$ cat config.mk
export PLATFORM = sky130hd
export DESIGN_NAME = serial_boot_command_parser
export DESIGN_NICKNAME = d
export VERILOG_FILES = /design/src/design/sbcp_pkg.sv /design/src/design/sbcp_ctrl.sv /design/src/design/sbcp_dp.sv /design/src/design/serial_boot_command_parser.sv
export VERILOG_INCLUDE_DIRS = /design/src /design/src/design
export SDC_FILE = /design/constraint.sdc
export NUM_CORES = 1
export LEC_CHECK = 0
export ABC_AREA = 1
export ABC_CLOCK_PERIOD_IN_PS = 2700
export BUFFER_PORTS_ARGS = -buffer_cell sky130_fd_sc_hd__buf_2
export CAP_MARGIN = 20
export CORE_UTILIZATION = 28
export CTS_BUF_LIST = sky130_fd_sc_hd__clkbuf_4
export DETAILED_ROUTE_END_ITERATION = 6
export PLACE_DENSITY_LB_ADDON = 0.25
export SETUP_SLACK_MARGIN = 0.02
export SLEW_MARGIN = 20
export SYNTH_ARGS = -nofsm -noshare
export SYNTH_HDL_FRONTEND = slang
export SYNTH_HIERARCHICAL = 1
export SYNTH_SLANG_ARGS = --single-unit
$ cat constraint.sdc
create_clock -name clk_i -period 2.7 [get_ports clk_i]
set_clock_uncertainty 0.2 [all_clocks]
set_input_delay 0.54 -clock clk_i [delete_from_list [all_inputs] [get_ports clk_i]]
set_output_delay 0.54 -clock clk_i [all_outputs]
set_load 0.005 [all_outputs]
$ cat src/design/assert_macros.svh
// ----------------------------------------------------------------------------
// Assertion macros
// Shared concurrent assertion wrappers for the boot command parser.
// ----------------------------------------------------------------------------
`ifndef ASSERT_MACROS_SVH
`define ASSERT_MACROS_SVH

// Clocked assertion, disabled while reset is asserted (active low).
`define SBCP_ASSERT(lbl, clk, rstn, prop, msg) \
  lbl: assert property (@(posedge clk) disable iff (!rstn) prop) \
    else $error(msg);

// Same, on the block's own clock and reset.
`define SBCP_ASSERT_DEF(lbl, prop, msg) `SBCP_ASSERT(lbl, clk_i, rst_ni, prop, msg)

`endif

$ cat src/design/sbcp_pkg.sv
// ----------------------------------------------------------------------------
// sbcp_pkg
// Types, codes and reset values shared by the boot command parser modules.
// ----------------------------------------------------------------------------
package sbcp_pkg;

  localparam int unsigned PageBytesDef = 64;

  // Fixed command codes for the address display commands
  localparam logic [7:0] CodeShowHigh = 8'd6;
  localparam logic [7:0] CodeShowLow  = 8'd7;

  localparam logic [7:0] NibMask = 8'h0F;

  // Configuration register indexes
  localparam logic [2:0] CfgInitNode = 3'd0;
  localparam logic [2:0] CfgSync     = 3'd1;
  localparam logic [2:0] CfgNop      = 3'd2;
  localparam logic [2:0] CfgBoot     = 3'd3;
  localparam logic [2:0] CfgSetAddr  = 3'd4;
  localparam logic [2:0] CfgBaud     = 3'd5;
  localparam logic [2:0] CfgProgram  = 3'd6;
  localparam logic [2:0] CfgFinish   = 3'd7;

  // Register reset values
  localparam logic [7:0] RstInitNode = 8'd0;
  localparam logic [7:0] RstSync     = 8'd170;
  localparam logic [7:0] RstNop      = 8'd0;
  localparam logic [7:0] RstBoot     = 8'd1;
  localparam logic [7:0] RstSetAddr  = 8'd2;
  localparam logic [7:0] RstBaud     = 8'd3;
  localparam logic [7:0] RstProgram  = 8'd4;
  localparam logic [7:0] RstFinish   = 8'd5;

  typedef enum logic [2:0] {
    EV_PAGE   = 3'd0,
    EV_BOOT   = 3'd1,
    EV_HIGH   = 3'd2,
    EV_LOW    = 3'd3,
    EV_ADDR   = 3'd4,
    EV_FINISH = 3'd5,
    EV_ERASE  = 3'd6
  } ev_e;

  // Controller -> datapath
  typedef struct packed {
    logic addr_hi;     // latch page address high byte, clear count and sum
    logic addr_lo;     // latch page address low byte
    logic store;       // write data byte to page buffer
    logic set_node;    // load node address from received byte
    logic emit_start;  // rewind page index for readout
    logic emit_run;    // page readout in progress
    logic single;      // load a single-result event into the output register
    ev_e  ev;          // event of that single result
  } dp_cmd_t;

  // Datapath -> controller
  typedef struct packed {
    logic is_nop;
    logic is_sync;
    logic is_boot;
    logic is_high;
    logic is_low;
    logic is_set;
    logic is_baud;
    logic is_prog;
    logic is_fin;
    logic page_full;   // this data byte completes the page
    logic csum_ok;     // received byte matches inverted sum
    logic emit_done;   // page readout fully handed to the output register
    logic out_free;    // output register can take a result this cycle
  } dp_sts_t;

endpackage

$ cat src/design/sbcp_ctrl.sv
// ----------------------------------------------------------------------------
// sbcp_ctrl
// Command parser state machine; drives the datapath via a command struct.
// ----------------------------------------------------------------------------
module sbcp_ctrl import sbcp_pkg::*; (
  input  logic    clk_i,
  input  logic    rst_ni,
  input  logic    in_valid_i,
  output logic    in_ready_o,
  input  dp_sts_t sts_i,
  output dp_cmd_t cmd_o
);

  localparam logic [3:0] S_IDLE    = 4'd0;
  localparam logic [3:0] S_SYNC    = 4'd1;
  localparam logic [3:0] S_ADDR    = 4'd2;
  localparam logic [3:0] S_BAUD_H  = 4'd3;
  localparam logic [3:0] S_BAUD_L  = 4'd4;
  localparam logic [3:0] S_BAUD_D  = 4'd5;
  localparam logic [3:0] S_PROG_AH = 4'd6;
  localparam logic [3:0] S_PROG_AL = 4'd7;
  localparam logic [3:0] S_PROG_D  = 4'd8;
  localparam logic [3:0] S_PROG_V  = 4'd9;
  localparam logic [3:0] S_EMIT    = 4'd10;
  localparam logic [3:0] S_HALT    = 4'd11;

  logic [3:0] state_q, state_d;
  logic       accept;

  // byte-consuming states are the low codes; halt takes and drops every byte
  assign in_ready_o = ((state_q <= S_PROG_V) && sts_i.out_free) || (state_q == S_HALT);
  assign accept     = in_valid_i && in_ready_o;

  always_comb begin
    state_d         = state_q;
    cmd_o           = '0;
    cmd_o.ev        = EV_PAGE;
    cmd_o.emit_run  = (state_q == S_EMIT);
    unique case (state_q)
      S_IDLE: begin
        if (accept) state_d = sts_i.is_sync ? S_SYNC : S_IDLE;
      end
      S_SYNC: begin
        if (accept) begin
          state_d = S_IDLE;
          // priority order of the command decode
          if (sts_i.is_nop) begin
            state_d = S_IDLE;
          end else if (sts_i.is_sync) begin
            state_d = S_SYNC;
          end else if (sts_i.is_boot) begin
            cmd_o.single = 1'b1;
            cmd_o.ev     = EV_BOOT;
          end else if (sts_i.is_high) begin
            cmd_o.single = 1'b1;
            cmd_o.ev     = EV_HIGH;
          end else if (sts_i.is_low) begin
            cmd_o.single = 1'b1;
            cmd_o.ev     = EV_LOW;
          end else if (sts_i.is_set) begin
            state_d = S_ADDR;
          end else if (sts_i.is_baud) begin
            state_d = S_BAUD_H;
          end else if (sts_i.is_prog) begin
            state_d = S_PROG_AH;
          end else if (sts_i.is_fin) begin
            cmd_o.single = 1'b1;
            cmd_o.ev     = EV_FINISH;
          end
        end
      end
      S_ADDR: begin
        if (accept) begin
          cmd_o.set_node = 1'b1;
          cmd_o.single   = 1'b1;
          cmd_o.ev       = EV_ADDR;
          state_d        = S_IDLE;
        end
      end
      S_BAUD_H: begin
        if (accept) state_d = S_BAUD_L;
      end
      S_BAUD_L: begin
        if (accept) state_d = S_BAUD_D;
      end
      S_BAUD_D: begin
        if (accept) state_d = S_IDLE;
      end
      S_PROG_AH: begin
        if (accept) begin
          cmd_o.addr_hi = 1'b1;
          state_d       = S_PROG_AL;
        end
      end
      S_PROG_AL: begin
        if (accept) begin
          cmd_o.addr_lo = 1'b1;
          state_d       = S_PROG_D;
        end
      end
      S_PROG_D: begin
        if (accept) begin
          cmd_o.store = 1'b1;
          if (sts_i.page_full) state_d = S_PROG_V;
        end
      end
      S_PROG_V: begin
        if (accept) begin
          if (sts_i.csum_ok) begin
            cmd_o.emit_start = 1'b1;
            state_d          = S_EMIT;
          end else begin
            cmd_o.single = 1'b1;
            cmd_o.ev     = EV_ERASE;
            state_d      = S_HALT;
          end
        end
      end
      S_EMIT: begin
        if (sts_i.emit_done) state_d = S_IDLE;
      end
      S_HALT: begin
        state_d = S_HALT;
      end
      default: begin
        state_d = S_IDLE;
      end
    endcase
  end

  always_ff @(posedge clk_i or negedge rst_ni) begin
    if (!rst_ni) begin
      state_q <= S_IDLE;
    end else begin
      state_q <= state_d;
    end
  end

endmodule

$ cat src/design/sbcp_dp.sv
// ----------------------------------------------------------------------------
// sbcp_dp
// Code registers, node address, page buffer, checksum and output register.
// ----------------------------------------------------------------------------
module sbcp_dp import sbcp_pkg::*; #(
  parameter int unsigned PAGE_BYTES = PageBytesDef
) (
  input  logic        clk_i,
  input  logic        rst_ni,
  input  logic        cfg_we_i,
  input  logic [2:0]  cfg_addr_i,
  input  logic [7:0]  cfg_wdata_i,
  input  logic [7:0]  rx_byte_i,
  input  dp_cmd_t     cmd_i,
  output dp_sts_t     sts_o,
  output logic        out_valid_o,
  input  logic        out_ready_i,
  output logic [2:0]  out_event_o,
  output logic [7:0]  out_value_o,
  output logic [15:0] out_pg_base_o,
  output logic [5:0]  out_offset_o,
  output logic        out_last_o
);

  localparam int unsigned IdxW = $clog2(PAGE_BYTES);
  localparam int unsigned CntW = $clog2(PAGE_BYTES + 1);
  localparam logic [CntW-1:0] CntLast = CntW'(PAGE_BYTES - 1);
  localparam logic [CntW-1:0] CntFull = CntW'(PAGE_BYTES);

  logic [7:0] code_sync_q, code_nop_q, code_boot_q, code_set_q;
  logic [7:0] code_baud_q, code_prog_q, code_fin_q;
  logic [7:0] node_q;

  logic [15:0]     pg_base_q;
  logic [CntW-1:0] fill_q;
  logic [7:0]      sum_q;

  logic [7:0]      mem [PAGE_BYTES];
  logic [7:0]      rd_data_q;
  logic            rd_pend_q;
  logic [IdxW-1:0] rd_ofs_q;
  logic            rd_last_q;

  logic            out_valid_q;
  ev_e             ev_q;
  logic [7:0]      val_q;
  logic [15:0]     pa_q;
  logic [5:0]      ofs_q;
  logic            last_q;

  logic       out_load;
  logic       issue;
  logic [7:0] single_val;

  assign out_load = !out_valid_q || out_ready_i;
  assign issue    = cmd_i.emit_run && (fill_q != CntFull) && (!rd_pend_q || out_load);

  always_comb begin
    sts_o           = '0;
    sts_o.is_nop    = (rx_byte_i == code_nop_q);
    sts_o.is_sync   = (rx_byte_i == code_sync_q);
    sts_o.is_boot   = (rx_byte_i == code_boot_q);
    sts_o.is_high   = (rx_byte_i == CodeShowHigh);
    sts_o.is_low    = (rx_byte_i == CodeShowLow);
    sts_o.is_set    = (rx_byte_i == code_set_q);
    sts_o.is_baud   = (rx_byte_i == code_baud_q);
    sts_o.is_prog   = (rx_byte_i == code_prog_q);
    sts_o.is_fin    = (rx_byte_i == code_fin_q);
    sts_o.page_full = (fill_q == CntLast);
    sts_o.csum_ok   = (~sum_q == rx_byte_i);
    sts_o.emit_done = (fill_q == CntFull) && !rd_pend_q;
    sts_o.out_free  = out_load;
  end

  always_comb begin
    case (cmd_i.ev)
      EV_HIGH: single_val = {4'h0, node_q[7:4]};
      EV_LOW:  single_val = node_q & NibMask;
      EV_ADDR: single_val = rx_byte_i;
      default: single_val = 8'h00;
    endcase
  end

  // configuration and node address
  always_ff @(posedge clk_i or negedge rst_ni) begin
    if (!rst_ni) begin
      code_sync_q <= RstSync;
      code_nop_q  <= RstNop;
      code_boot_q <= RstBoot;
      code_set_q  <= RstSetAddr;
      code_baud_q <= RstBaud;
      code_prog_q <= RstProgram;
      code_fin_q  <= RstFinish;
      node_q      <= RstInitNode;
    end else begin
      if (cfg_we_i) begin
        unique case (cfg_addr_i)
          CfgInitNode: node_q      <= cfg_wdata_i;
          CfgSync:     code_sync_q <= cfg_wdata_i;
          CfgNop:      code_nop_q  <= cfg_wdata_i;
          CfgBoot:     code_boot_q <= cfg_wdata_i;
          CfgSetAddr:  code_set_q  <= cfg_wdata_i;
          CfgBaud:     code_baud_q <= cfg_wdata_i;
          CfgProgram:  code_prog_q <= cfg_wdata_i;
          CfgFinish:   code_fin_q  <= cfg_wdata_i;
          default:     ;
        endcase
      end else if (cmd_i.set_node) begin
        node_q <= rx_byte_i;
      end
    end
  end

  // page address, fill/readout index, running checksum
  always_ff @(posedge clk_i or negedge rst_ni) begin
    if (!rst_ni) begin
      pg_base_q <= '0;
      fill_q    <= '0;
      sum_q     <= '0;
    end else begin
      if (cmd_i.addr_hi) begin
        pg_base_q <= {rx_byte_i, 8'h00};
        fill_q    <= '0;
        sum_q     <= '0;
      end else if (cmd_i.addr_lo) begin
        pg_base_q[7:0] <= rx_byte_i;
      end else if (cmd_i.store) begin
        fill_q <= fill_q + CntW'(1);
        sum_q  <= sum_q + rx_byte_i;
      end else if (cmd_i.emit_start) begin
        fill_q <= '0;
      end else if (issue) begin
        fill_q <= fill_q + CntW'(1);
      end
    end
  end

  // page buffer, one write or one registered read per cycle
  always_ff @(posedge clk_i) begin
    if (cmd_i.store) begin
      mem[fill_q[IdxW-1:0]] <= rx_byte_i;
    end
    if (issue) begin
      rd_data_q <= mem[fill_q[IdxW-1:0]];
      rd_ofs_q  <= fill_q[IdxW-1:0];
      rd_last_q <= (fill_q == CntLast);
    end
  end

  always_ff @(posedge clk_i or negedge rst_ni) begin
    if (!rst_ni) begin
      rd_pend_q   <= 1'b0;
      out_valid_q <= 1'b0;
    end else begin
      if (issue) begin
        rd_pend_q <= 1'b1;
      end else if (out_load) begin
        rd_pend_q <= 1'b0;
      end
      if (cmd_i.single || (rd_pend_q && out_load)) begin
        out_valid_q <= 1'b1;
      end else if (out_ready_i) begin
        out_valid_q <= 1'b0;
      end
    end
  end

  always_ff @(posedge clk_i) begin
    if (cmd_i.single) begin
      ev_q   <= cmd_i.ev;
      val_q  <= single_val;
      pa_q   <= '0;
      ofs_q  <= '0;
      last_q <= 1'b1;
    end else if (rd_pend_q && out_load) begin
      ev_q   <= EV_PAGE;
      val_q  <= rd_data_q;
      pa_q   <= pg_base_q;
      ofs_q  <= 6'(rd_ofs_q);
      last_q <= rd_last_q;
    end
  end

  assign out_valid_o   = out_valid_q;
  assign out_event_o   = ev_q;
  assign out_value_o   = val_q;
  assign out_pg_base_o = pa_q;
  assign out_offset_o  = ofs_q;
  assign out_last_o    = last_q;

endmodule

$ cat src/design/serial_boot_command_parser.sv
// ----------------------------------------------------------------------------
// serial_boot_command_parser
// Bootloader command stream parser with page buffer and checksum check.
// ----------------------------------------------------------------------------
// Received bytes enter on the slave stream one per transaction. A sync byte
// arms the parser; the following byte picks boot, show high or low nibble of
// the node address, set node address (one operand byte), baud (three operand
// bytes, dropped), finish, or program. Program takes the page address high
// byte, low byte, PAGE_BYTES data bytes and a checksum byte equal to the
// inverted 8-bit sum of the data. On a match the page is read back from the
// internal buffer and sent as PAGE_BYTES page-byte transactions carrying
// address and offset, tlast on the final one. On a mismatch one erase event
// goes out and from then on every byte is taken and dropped until reset.
// Every other byte brings at most one result and is accepted whenever the
// output register is empty or drains in the same cycle. After a matching
// checksum byte is taken the input stays stalled while the page is read
// back through the single read port of the page buffer, one byte a cycle
// while the output register is free; output stalls lengthen the stall.
// Configuration writes are taken in any cycle but are meant for idle time;
// writing the initial node address also loads the live node address.
// ----------------------------------------------------------------------------
`include "assert_macros.svh"

module serial_boot_command_parser import sbcp_pkg::*; #(
  parameter int unsigned PAGE_BYTES = PageBytesDef
) (
  input  logic        clk_i,
  input  logic        rst_ni,
  // configuration write port
  input  logic        cfg_we_i,
  input  logic [2:0]  cfg_addr_i,
  input  logic [7:0]  cfg_wdata_i,
  // received bytes
  input  logic        s_axis_tvalid_i,
  output logic        s_axis_tready_o,
  input  logic [7:0]  s_axis_tdata_i,   // [7:0] rx_byte
  // result events
  output logic        m_axis_tvalid_o,
  input  logic        m_axis_tready_i,
  output logic [31:0] m_axis_tdata_o,   // [7:0] value, [23:8] page_address,
                                        // [29:24] byte_offset, [31:30] zero
  output logic [2:0]  m_axis_tuser_o,   // [2:0] event_res
  output logic        m_axis_tlast_o
);

  localparam logic [5:0] LastOfs = 6'(PAGE_BYTES - 1);

  dp_cmd_t     cmd;
  dp_sts_t     sts;
  logic [7:0]  value;
  logic [15:0] pg_base;
  logic [5:0]  offset;
  logic        out_hs;
  logic        is_erase;
  logic        is_page;

  // parser state machine
  sbcp_ctrl u_ctrl (
    .clk_i      (clk_i),
    .rst_ni     (rst_ni),
    .in_valid_i (s_axis_tvalid_i),
    .in_ready_o (s_axis_tready_o),
    .sts_i      (sts),
    .cmd_o      (cmd)
  );

  // code registers, page buffer, checksum, output register
  sbcp_dp #(
    .PAGE_BYTES (PAGE_BYTES)
  ) u_dp (
    .clk_i         (clk_i),
    .rst_ni        (rst_ni),
    .cfg_we_i      (cfg_we_i),
    .cfg_addr_i    (cfg_addr_i),
    .cfg_wdata_i   (cfg_wdata_i),
    .rx_byte_i     (s_axis_tdata_i),
    .cmd_i         (cmd),
    .sts_o         (sts),
    .out_valid_o   (m_axis_tvalid_o),
    .out_ready_i   (m_axis_tready_i),
    .out_event_o   (m_axis_tuser_o),
    .out_value_o   (value),
    .out_pg_base_o (pg_base),
    .out_offset_o  (offset),
    .out_last_o    (m_axis_tlast_o)
  );

  assign m_axis_tdata_o = {2'b00, offset, pg_base, value};

  assign out_hs   = m_axis_tvalid_o && m_axis_tready_i;
  assign is_erase = (m_axis_tuser_o == EV_ERASE);
  assign is_page  = (m_axis_tuser_o == EV_PAGE);

  // once the erase event has gone out, the block stays silent
  `SBCP_ASSERT_DEF(a_silent_after_erase, (out_hs && is_erase) |=> !m_axis_tvalid_o, "event after erase")
  // the closing page byte sits at the top offset of the page
  `SBCP_ASSERT_DEF(a_page_last_offset, (m_axis_tvalid_o && is_page && m_axis_tlast_o) |-> (offset == LastOfs), "last page byte at wrong offset")
  // erase is a lone result with an empty payload
  `SBCP_ASSERT_DEF(a_erase_payload, (m_axis_tvalid_o && is_erase) |-> (m_axis_tlast_o && (m_axis_tdata_o == '0)), "bad erase payload")

endmodule

==> out/results.tsv, run 1 <==
metric	value	unit
hpwl	51.2	mm
power.total	21.9	mW
path_buf_inv	1	
critPathArrivalTime	1.93	ns
worst_pin_slew	0.892	ns
track_usage	15.8	%
grt_setup_unrepaired	true	
cp_top_family	flip-flops	
slowest_delay	0.45	ns
vias_per_cell	4.35	
path_class	flip-flop to primary output	
drtIter0Drc	1431	
yosys_warnings	6	
relSlewSlack	40.5	%
dr_total_vias	21200	
final_common_cell	nand2_1	
r2r_start	u_dp/code_fin_q[2]$_DFFE_PN1P_	
num_rows	117	
yosys-top-cells-area	edfxtp_1, nand2_1, dfrtp_1	
worst-r2r-cell-count	11	
synth_area	29000	sq um
syn_to_final_growth	21.7	%
ys_ff_latch	662	
worst_skew_pair.late_latency	1.05	ns
hp-class	input port to flip-flop	
core	102000	sq um
die_area	105000	sq um
whs	0.163	ns
register_area	19200	sq um
yosysSeqAreaShare	66.1	%
vdd_drop_max	0.298	mV
cts_root_buffer	clkbuf_4	
worst_r2r_endpoint	u_dp/out_value_o[5]$_DFFE_PP_	
p_per_area	622	nW/um^2
firstDrtPassIters	5	
endpoint_kind	primary output	
synth_top_cell_by_area	edfxtp_1	
syn_inst	3007	
cp_slowest_cell	dfrtp_2	
htreeDepth	4	
fmax	375	MHz
grt_pass1_vias	21000	
multi_input_area	9040	sq um
final.fill_count	10700	
cp-start-kind	flip-flop	
clock_path_buffers	3	
path_clk_slew	0.07	ns
wl_per_cell	16.8	um
crit_chain	o21ai_4 > nand2_2 > nand2_4 > buf_6	
fin_area	35300	sq um
grt_pass1_wl	125	mm
avgSynthCellArea	9.63	sq um
drive_above_1_share	18.9	%
ios	62	
setup_viol	0	
gp_congestion	0.840	
antenna_found_initial	5	
die_x	324	um
die_h	324	um
port_buffers	59	
report.final.slew_viol_count	0	
synth_top_area_share	55.8	%
holdPathStages	4	
rrSetupSlack	0.15	ns
grt_max_degree	102	
wirelength	81.8	mm
layout_common_cells	nand2_1, edfxtp_1, clkbuf_4, buf_4, nor2_1	
crit_fanout	3	
hold_viol_final	0	
drc	0	
synth_enable_flop_cells	538	
cp-startpoint	u_ctrl/state_q[2]$_DFFE_PN0P_	
cp.required	1.96	ns
crit_cells	4	
endpoint	s_axis_tready_o	
placed_area	32300	sq um
final_antenna_net_count	0	
synthFlopType	edfxtp_1	
cts_tree	built	
fin_crit_sh	98.9	%
clkSinkCount	662	
start_util	28.4	%
cts_buffers	181	
grt-ovfl-total	0	
synth_cell_type_count	43	
async_flop_share	15.3	%
min_period	2.67	ns
status	finished, final reports clean	
fin_util	34.5	%
fin_nets	3400	
maxCapViolCount	0	
p_leak	15.0	nW
[state kept, by name, indices dropped and copies added, names as in the netlist, 3 cells and up]
register,flops
u_ctrl/state_q,4
u_dp/code_baud_q,8
u_dp/code_boot_q,8
u_dp/code_fin_q,8
u_dp/code_nop_q,8
u_dp/code_prog_q,8
u_dp/code_set_q,8
u_dp/code_sync_q,8
u_dp/fill_q,7
u_dp/mem,512
u_dp/node_q,8
u_dp/out_event_o,3
u_dp/out_offset_o,6
u_dp/out_pg_base_o,16
u_dp/out_value_o,8
u_dp/pg_base_q,16
u_dp/rd_data_q,8
u_dp/rd_ofs_q,6
u_dp/sum_q,8
[worst reg2reg max path: cells and delay by family, from the launching register on]
family                    cells  cell delay, ns
AOI/OAI and AO/OA             2            0.36
xor gates and xnor gates      1            0.12
buffers and inverters         4            0.48
DFF                           1            0.56
and+or+nand+nor               4            0.69
[area by class of cell]
type	instances	share of cell area [%]
Inverter	86	0.958
Sequential cell	662	54.4
Timing Repair Buffer	313	7.48
Antenna cell	7	0.0497
Tap cell	1368	4.85
Multi-Input combinational cell	2122	25.6
Clock buffer	272	5.79
Clock inverter	42	0.894
[how the worst min path moves through the flow]
stage	to	slack, ns	startpoint
2_1_floorplan	u_ctrl/state_q[0]$_DFFE_PN0P_	0.04	rst_ni
4_1_cts	u_dp/node_q[1]$_DFFE_PN0P_	0.06	cfg_wdata_i[1]
5_1_grt	u_dp/node_q[0]$_DFFE_PN0P_	0.09	cfg_wdata_i[0]
6_report	u_dp/node_q[0]$_DFFE_PN0P_	0.16	cfg_wdata_i[0]
3_5_place_dp	u_dp/out_last_o$_SDFFE_PP1P_	0.26	u_dp/out_last_o$_SDFFE_PP1P_
3_3_place_gp	u_dp/out_last_o$_SDFFE_PP1P_	0.26	u_dp/out_last_o$_SDFFE_PP1P_
[metrics by stage]
stage               setup TNS, ns  cells  setup WS [ns]
global route               -0.130   4869         -0.122
CTS                        -0.103   4860         -0.103
detailed placement         -14.22   4508         -0.455
floorplan                -0.00311   3008       -0.00106
finish                          0   4872         0.0309
global placement           -19.18   4508         -0.422
[kinds of logic after synthesis]
| kind of cell | Yosys count | synth area share, % |
|---|---|---|
| other cells | 1 | 0.0129 |
| simple gates | 1895 | 25.4 |
| xor+xnor | 55 | 1.66 |
| flops | 662 | 66.1 |
| buf+inv | 225 | 3.41 |
| compound gates | 159 | 2.91 |
| fa+ha+maj | 10 | 0.458 |
[Yosys cell counts (2+ instances only)]
cell type  number
dfstp_2        11
o21ai_1         3
nand4_1        33
dfrtp_1        90
xnor2_1        42
nor2_2          2
nand3_1        28
buf_1          16
a31oi_1         8
nor3_1          7
a21oi_1        25
ha_1            9
o22ai_1         4
xor2_1         13
clkbuf_1       44
inv_2          10
o21ai_0       108
edfxtp_1      538
nand2_2         4
dfxtp_1        23
nand2_4         3
buf_4          13
or2_2           6
nand2_1      1621
o31ai_1         4
nor2_1        175
buf_6           2
buf_2          64
nor4_1          7
nor2_4          2
nor3_2          5
inv_1          76
[power by group]
group	switching [mW]	internal (mW)	leakage [nW]
Clock	4.16	5.04	1.40
Combinational	0.780	0.451	7.37
Sequential	0.215	11.3	6.28
[per-layer routing]
layer / GRT usage [%] / vias to the layer above / part of all wire, % / wire length [um]
met2: 24.8 / 524 / 46 / 37300
met5: 0 / - / 0 / 0
met3: 3.50 / 144 / 5.4 / 4430
met4: 6.57 / 0 / 2.9 / 2360
li1: - / 10600 / - / -
met1: 21.1 / 9910 / 46 / 37600
[repair_timing]
action	CTS	global route
cloned	0	1
hold endpoints to repair	255	0
pin swaps	3	16
buffers inserted	6	4
gates resized for setup	11	38
setup endpoints to repair	6	16
hold buffers	33	0
(Power assumes the default switching activity.)
==> run 2: changes to the inputs <==
--- a/config.mk
+++ b/config.mk
@@ -7,9 +7,9 @@
 export NUM_CORES = 1
 export LEC_CHECK = 0
 export ABC_AREA = 1
-export ABC_CLOCK_PERIOD_IN_PS = 2700
+export ABC_CLOCK_PERIOD_IN_PS = 3100
 export BUFFER_PORTS_ARGS = -buffer_cell sky130_fd_sc_hd__buf_2
-export CAP_MARGIN = 20
+export CAP_MARGIN = 15
 export CORE_UTILIZATION = 28
 export CTS_BUF_LIST = sky130_fd_sc_hd__clkbuf_4
 export DETAILED_ROUTE_END_ITERATION = 6
==> constraint.sdc (replaced) <==
create_clock -name clk_i -period 3.1 [get_ports clk_i]
set_clock_uncertainty 0.2 [all_clocks]
set_input_delay 0.62 -clock clk_i [delete_from_list [all_inputs] [get_ports clk_i]]
set_output_delay 0.62 -clock clk_i [all_outputs]
set_load 0.005 [all_outputs]
==> out/results.tsv, run 2 (synthesis gave the netlist of run 1 again) <==
metric	value	unit
clkSinkCount	662	
dr_total_vias	21300	
num_rows	117	
grt.busiest_layer	met2	
worst_skew_pair.late_latency	1.06	ns
gr-usage-met1	22.1	%
pwr-share-clk	42.6	%
met2_usage	25.8	%
fmax	344	MHz
whs	0.279	ns
p_sw_share	23.9	%
final_common_cell	nand2_1	
port_buffers	59	
grt_pass1_vias	21000	
path_clk_slew	0.06	ns
cp.required	2.28	ns
dp.cells	4493	
worst_pin_slew	0.809	ns
endpoint_kind	primary output	
cts_tree	built	
die_h	324	um
cts_root_buffer	clkbuf_4	
vias_per_cell	4.37	
drc	0	
largest_reg_flops	512	
track_usage	16.2	%
die_x	324	um
worst-r2r-cell-count	14	
p_int	14.7	mW
start_util	28.4	%
firstDrtPassIters	5	
wirelength	83.3	mm
core	102000	sq um
p_sw	4.61	mW
clock_path_buffers	3	
status	finished, final reports clean	
relSlewSlack	46.0	%
antenna_found_initial	5	
holdPathStages	2	
syn_to_final_growth	20.6	%
drtIter0Drc	1427	
ios	62	
cts_buffers	181	
path_class	flip-flop to primary output	
drive_above_1_share	17.4	%
min_period	2.90	ns
p_per_area	552	nW/um^2
fin_crit_sh	93.7	%
grt_max_degree	102	
hpwl	52.0	mm
grt-ovfl-total	0	
critPathArrivalTime	2.08	ns
die_area	105000	sq um
power_frac_seq	51.8	%
cp_slowest_cell	dfrtp_1	
crit_chain	nor2_4 > nand2_1 > nand2_2 > buf_2	
gp_congestion	0.809	
wl_per_cell	17.1	um
hp-class	flip-flop to flip-flop	
hold_viol_final	0	
p_leak	14.9	nW
crit_fanout	6	
vdd_drop_max	0.294	mV
grt_pass1_wl	127	mm
report.final.slew_viol_count	0	
setup_viol	0	
met3_usage	3.11	%
combPwrFrac	5.6	%
cp-start-kind	flip-flop	
slowest_delay	0.47	ns
fin_nets	3386	
maxCapViolCount	0	
htreeDepth	4	
final_antenna_net_count	0	
instances_no_fill	4872	
layout_common_cells	nand2_1, edfxtp_1, clkbuf_4, buf_4, nor2_1	
## run 2: per-layer routing
metal  routed length (um)  share of wire, %
met1                39600                48
met2                38600                46
met3                 3870               4.6
met4                 1250               1.5
met5                    0                 0
## run 2: through the flow
stage               utilization [%]  worst slack (ns)  power (mW)  setup TNS, ns  cell area [sq um]
global route                   34.2           -0.0256        20.2        -0.0256              34900
global placement               31.3            -0.134        11.2         -0.850              32000
finish                         34.2             0.196        19.3              0              34900
CTS                            34.1            0.0226        19.6              0              34900
detailed placement             31.3            -0.248        11.2          -1.64              32000
floorplan                         -            0.0279        10.7              0              29000
## run 2: worst paths after layout
| path | end | slack (ns) | startpoint |
|---|---|---|---|
| min | u_dp/pg_base_q[10]$_DFFE_PN0P_ | 0.28 | u_dp/pg_base_q[10]$_DFFE_PN0P_ |
| max reg2reg | u_dp/out_value_o[0]$_DFFE_PP_ | 0.31 | u_dp/code_baud_q[1]$_DFFE_PN1P_ |
| max in group asynchronous | u_ctrl/state_q[3]$_DFFE_PN0P_ | 1.61 | rst_ni |
| min reg2reg | u_dp/pg_base_q[10]$_DFFE_PN0P_ | 0.28 | u_dp/pg_base_q[10]$_DFFE_PN0P_ |
| max | s_axis_tready_o | 0.20 | u_ctrl/state_q[2]$_DFFE_PN0P_ |
| min in group asynchronous | u_dp/pg_base_q[7]$_DFFE_PN0P_ | 0.53 | rst_ni |
## run 2: final cells by class
| type | instances | area (sq um) |
|---|---|---|
| fill | 10700 | 67300 |
| sequential | 662 | 19200 |
| multi-input combinational | 2121 | 8840 |
| timing repair buffer | 300 | 2410 |
| clock buffer | 282 | 2120 |
| tap | 1368 | 1710 |
| inverter | 86 | 333 |
| clock inverter | 47 | 332 |
| antenna | 6 | 15.0 |
## run 2: what timing repair did
| action | CTS | global route |
|---|---|---|
| buffers inserted | 0 | 1 |
| pin swaps | 1 | 1 |
| setup endpoints to repair | 1 | 6 |
| resized for setup | 1 | 2 |
| hold buffers | 43 | 0 |
| endpoints found under the hold margin | 268 | 0 |
## run 2: power groups by stage
| stage | logic [mW] | registers [mW] | clock network [mW] |
|---|---|---|---|
| final | 1.07 | 9.99 | 8.22 |
| after detailed placement | 1.01 | 10.2 | 0 |
| after floorplan | 0.561 | 10.1 | 0 |
| after global routing | 1.20 | 10.0 | 8.99 |
| after global placement | 0.994 | 10.2 | 0 |
| after CTS | 1.08 | 9.99 | 8.52 |
## run 2: critical path: cells and delay by family (launching register included)
kind          cells  cell delay [ns]
buf+inv           1             0.13
simple gates      3             0.42
flops             1             0.47
==> run 3: changes to the inputs <==
--- a/config.mk
+++ b/config.mk
@@ -7,7 +7,6 @@
 export NUM_CORES = 1
 export LEC_CHECK = 0
 export ABC_AREA = 1
-export ABC_CLOCK_PERIOD_IN_PS = 3100
 export BUFFER_PORTS_ARGS = -buffer_cell sky130_fd_sc_hd__buf_2
 export CAP_MARGIN = 15
 export CORE_UTILIZATION = 28
@@ -18,5 +17,4 @@
 export SLEW_MARGIN = 20
 export SYNTH_ARGS = -nofsm -noshare
 export SYNTH_HDL_FRONTEND = slang
-export SYNTH_HIERARCHICAL = 1
 export SYNTH_SLANG_ARGS = --single-unit
==> out/results.tsv, run 3 <==
metric	value	unit
grt-ovfl-total	0	
synth_top_cell_by_area	edfxtp_1	
grt_max_degree	65	
instances_no_fill	3934	
htreeDepth	4	
cp-start-kind	flip-flop	
setup_slack	0.145	ns
crit_fanout	16	
async_flop_share	15.3	%
fmax	338	MHz
p_per_area	585	nW/um^2
vias_per_cell	4.69	
drive_above_1_share	20.3	%
num_rows	112	
hpwl	51.1	mm
power.total	18.7	mW
maxCapViolCount	0	
path_clk_slew	0.07	ns
antenna_found_initial	4	
yosysSeqAreaShare	72.5	%
report.final.slew_viol_count	0	
ys_ff_latch	662	
wirelength	79.1	mm
hp-class	input port to flip-flop	
synth.most_common_cell	nand2_1	
drc	0	
final_common_cell	nand2_1	
port_buffers	59	
relSlewSlack	40.4	%
ios	62	
status	finished, final reports clean	
synth_cell_type_count	48	
fin_area	32000	sq um
synth_area	26400	sq um
avgSynthCellArea	12.1	sq um
path_class	flip-flop to flip-flop	
core	93300	sq um
cts_tree	built	
cts_buffers	174	
fin_nets	2579	
die_h	309	um
cp.required	3.83	ns
grt_pass1_wl	119	mm
start_util	28.3	%
largest_reg_flops	512	
final.fill_count	9392	
setup_viol	0	
endpoint_kind	flip-flop	
vdd_drop_max	0.371	mV
synth_enable_flop_cells	538	
die_area	95600	sq um
worst_pin_slew	0.891	ns
fin_tns_setup	0	ns
syn_inst	2183	
dr_total_vias	18500	
cts_root_buffer	clkbuf_4	
critPathArrivalTime	3.69	ns
place_ws	0.120	ns
fin_crit_sh	95.3	%
die_x	309	um
min_period	2.96	ns
clkSinkCount	662	
dp.cells	3587	
synthFlopType	edfxtp_1	
yosys_warnings	0	
synthTopCellsByCount	nand2_1, edfxtp_1, nor2_1	
yosys-top-cells-area	edfxtp_1, nand2_1, dfrtp_1	
layout_common_cells	nand2_1, edfxtp_1, clkbuf_4, buf_4, nor2_1	
grt_pass1_vias	18700	
final_antenna_net_count	0	
worst_skew_pair.late_latency	1.03	ns
track_usage	16.8	%
synth_top_area_share	61.2	%
firstDrtPassIters	5	
syn_to_final_growth	21.0	%
p_leak	12.0	nW
drtIter0Drc	1524	
clock_path_buffers	3	
grt_setup_unrepaired	false	
wl_per_cell	20.1	um
gp_congestion	0.843	
post_cts_resized	0	
hold_viol_final	0	
placed_area	29400	sq um
## run 3: cell types whose count changed in the layout (fill, tap and decap cells not counted), sizes merged, moves of 19 or more
cell    delta
a21oi     +24
a221oi    +45
a22oi     +60
clkbuf    -48
clkinv    +31
nand2    -955
nand3     +36
nand4     +42
nor2      -19
xnor2     -27
## run 3: power by group
part / leakage [nW] / switching [mW] / internal (mW)
clock: 1.28 / 3.67 / 3.86
sequential: 6.28 / 0.147 / 9.81
combinational: 4.42 / 0.768 / 0.435
## run 3: cell families after synthesis
family,synth area share [%]
other,0.0142
AND/OR/NAND/NOR,15.9
buffers and inverters,2.88
AO/OA/AOI/OAI,6.70
flip-flops,72.5
XOR/XNOR,1.46
adder cells (fa/ha/maj),0.502
## run 3: path summary, 6_finish.rpt
| kind | startpoint | endpoint | slack, ns | depth (start not counted) |
|---|---|---|---|---|
| hold reg to reg | u_dp.out_pg_base_o[15]$_SDFFE_PN0P_ | u_dp.out_pg_base_o[15]$_SDFFE_PN0P_ | 0.26 | 2 |
| min in group asynchronous | rst_ni | u_dp.code_set_q[1]$_DFFE_PN1P_ | 0.62 | 3 |
| setup / recovery | u_ctrl.state_q[2]$_DFFE_PN0P_ | u_dp.node_q[4]$_DFFE_PN0P_ | 0.14 | 12 |
| max in group asynchronous | rst_ni | u_dp.code_fin_q[0]$_DFFE_PN1P_ | 1.68 | 4 |
| setup reg to reg | u_ctrl.state_q[2]$_DFFE_PN0P_ | u_dp.node_q[4]$_DFFE_PN0P_ | 0.14 | 12 |
| hold / removal | s_axis_tdata_i[7] | u_dp.pg_base_q[7]$_DFFE_PN0P_ | 0.13 | 4 |
## run 3: area by class of cell
class                   instances  area [sq um]  share of cell area, %
diodes                          3          7.51                 0.0235
clock buffers                 234          1760                   5.50
clock inverters                74           422                   1.32
inverters                      95           357                   1.12
multi-input cells            1340          6510                   20.4
flip-flops and latches        662         19200                   59.9
well taps                    1254          1570                   4.91
repair buffers                272          2180                   6.83
## run 3: critical path: stages (launching register included)
cell           delay [ns]
dfrtp_1              0.44
o21ai_1              0.24
nand2_1              0.09
nand2_2              0.12
nand2_4              0.07
buf_4                0.18
nor3_4               0.27
inv_2                0.14
o21ai_4              0.18
buf_12               0.16
nor2_1               0.04
a31oi_1              0.16
dlygate4sd3_1        0.57
## run 3: timing repair
action / 4_1_cts / 5_1_grt
setup buffers: 0 / 2
endpoints found under the setup margin: 0 / 7
hold buffers: 34 / 0
hold endpoints to repair: 181 / 0
## run 3: layer usage
layer,share of wire [%],GRT usage [%]
met3,6.1,3.36
met1,45,22.8
met4,1.7,5.41
met2,47,26.9
met5,0.016,0
## run 3: through the flow
stage	util (%)	hold WS [ns]
CTS	34.2	0.0127
global route	34.3	0.0801
floorplan	-	0.124
detailed placement	31.5	0.253
finish	34.3	0.129
global placement	31.5	0.248
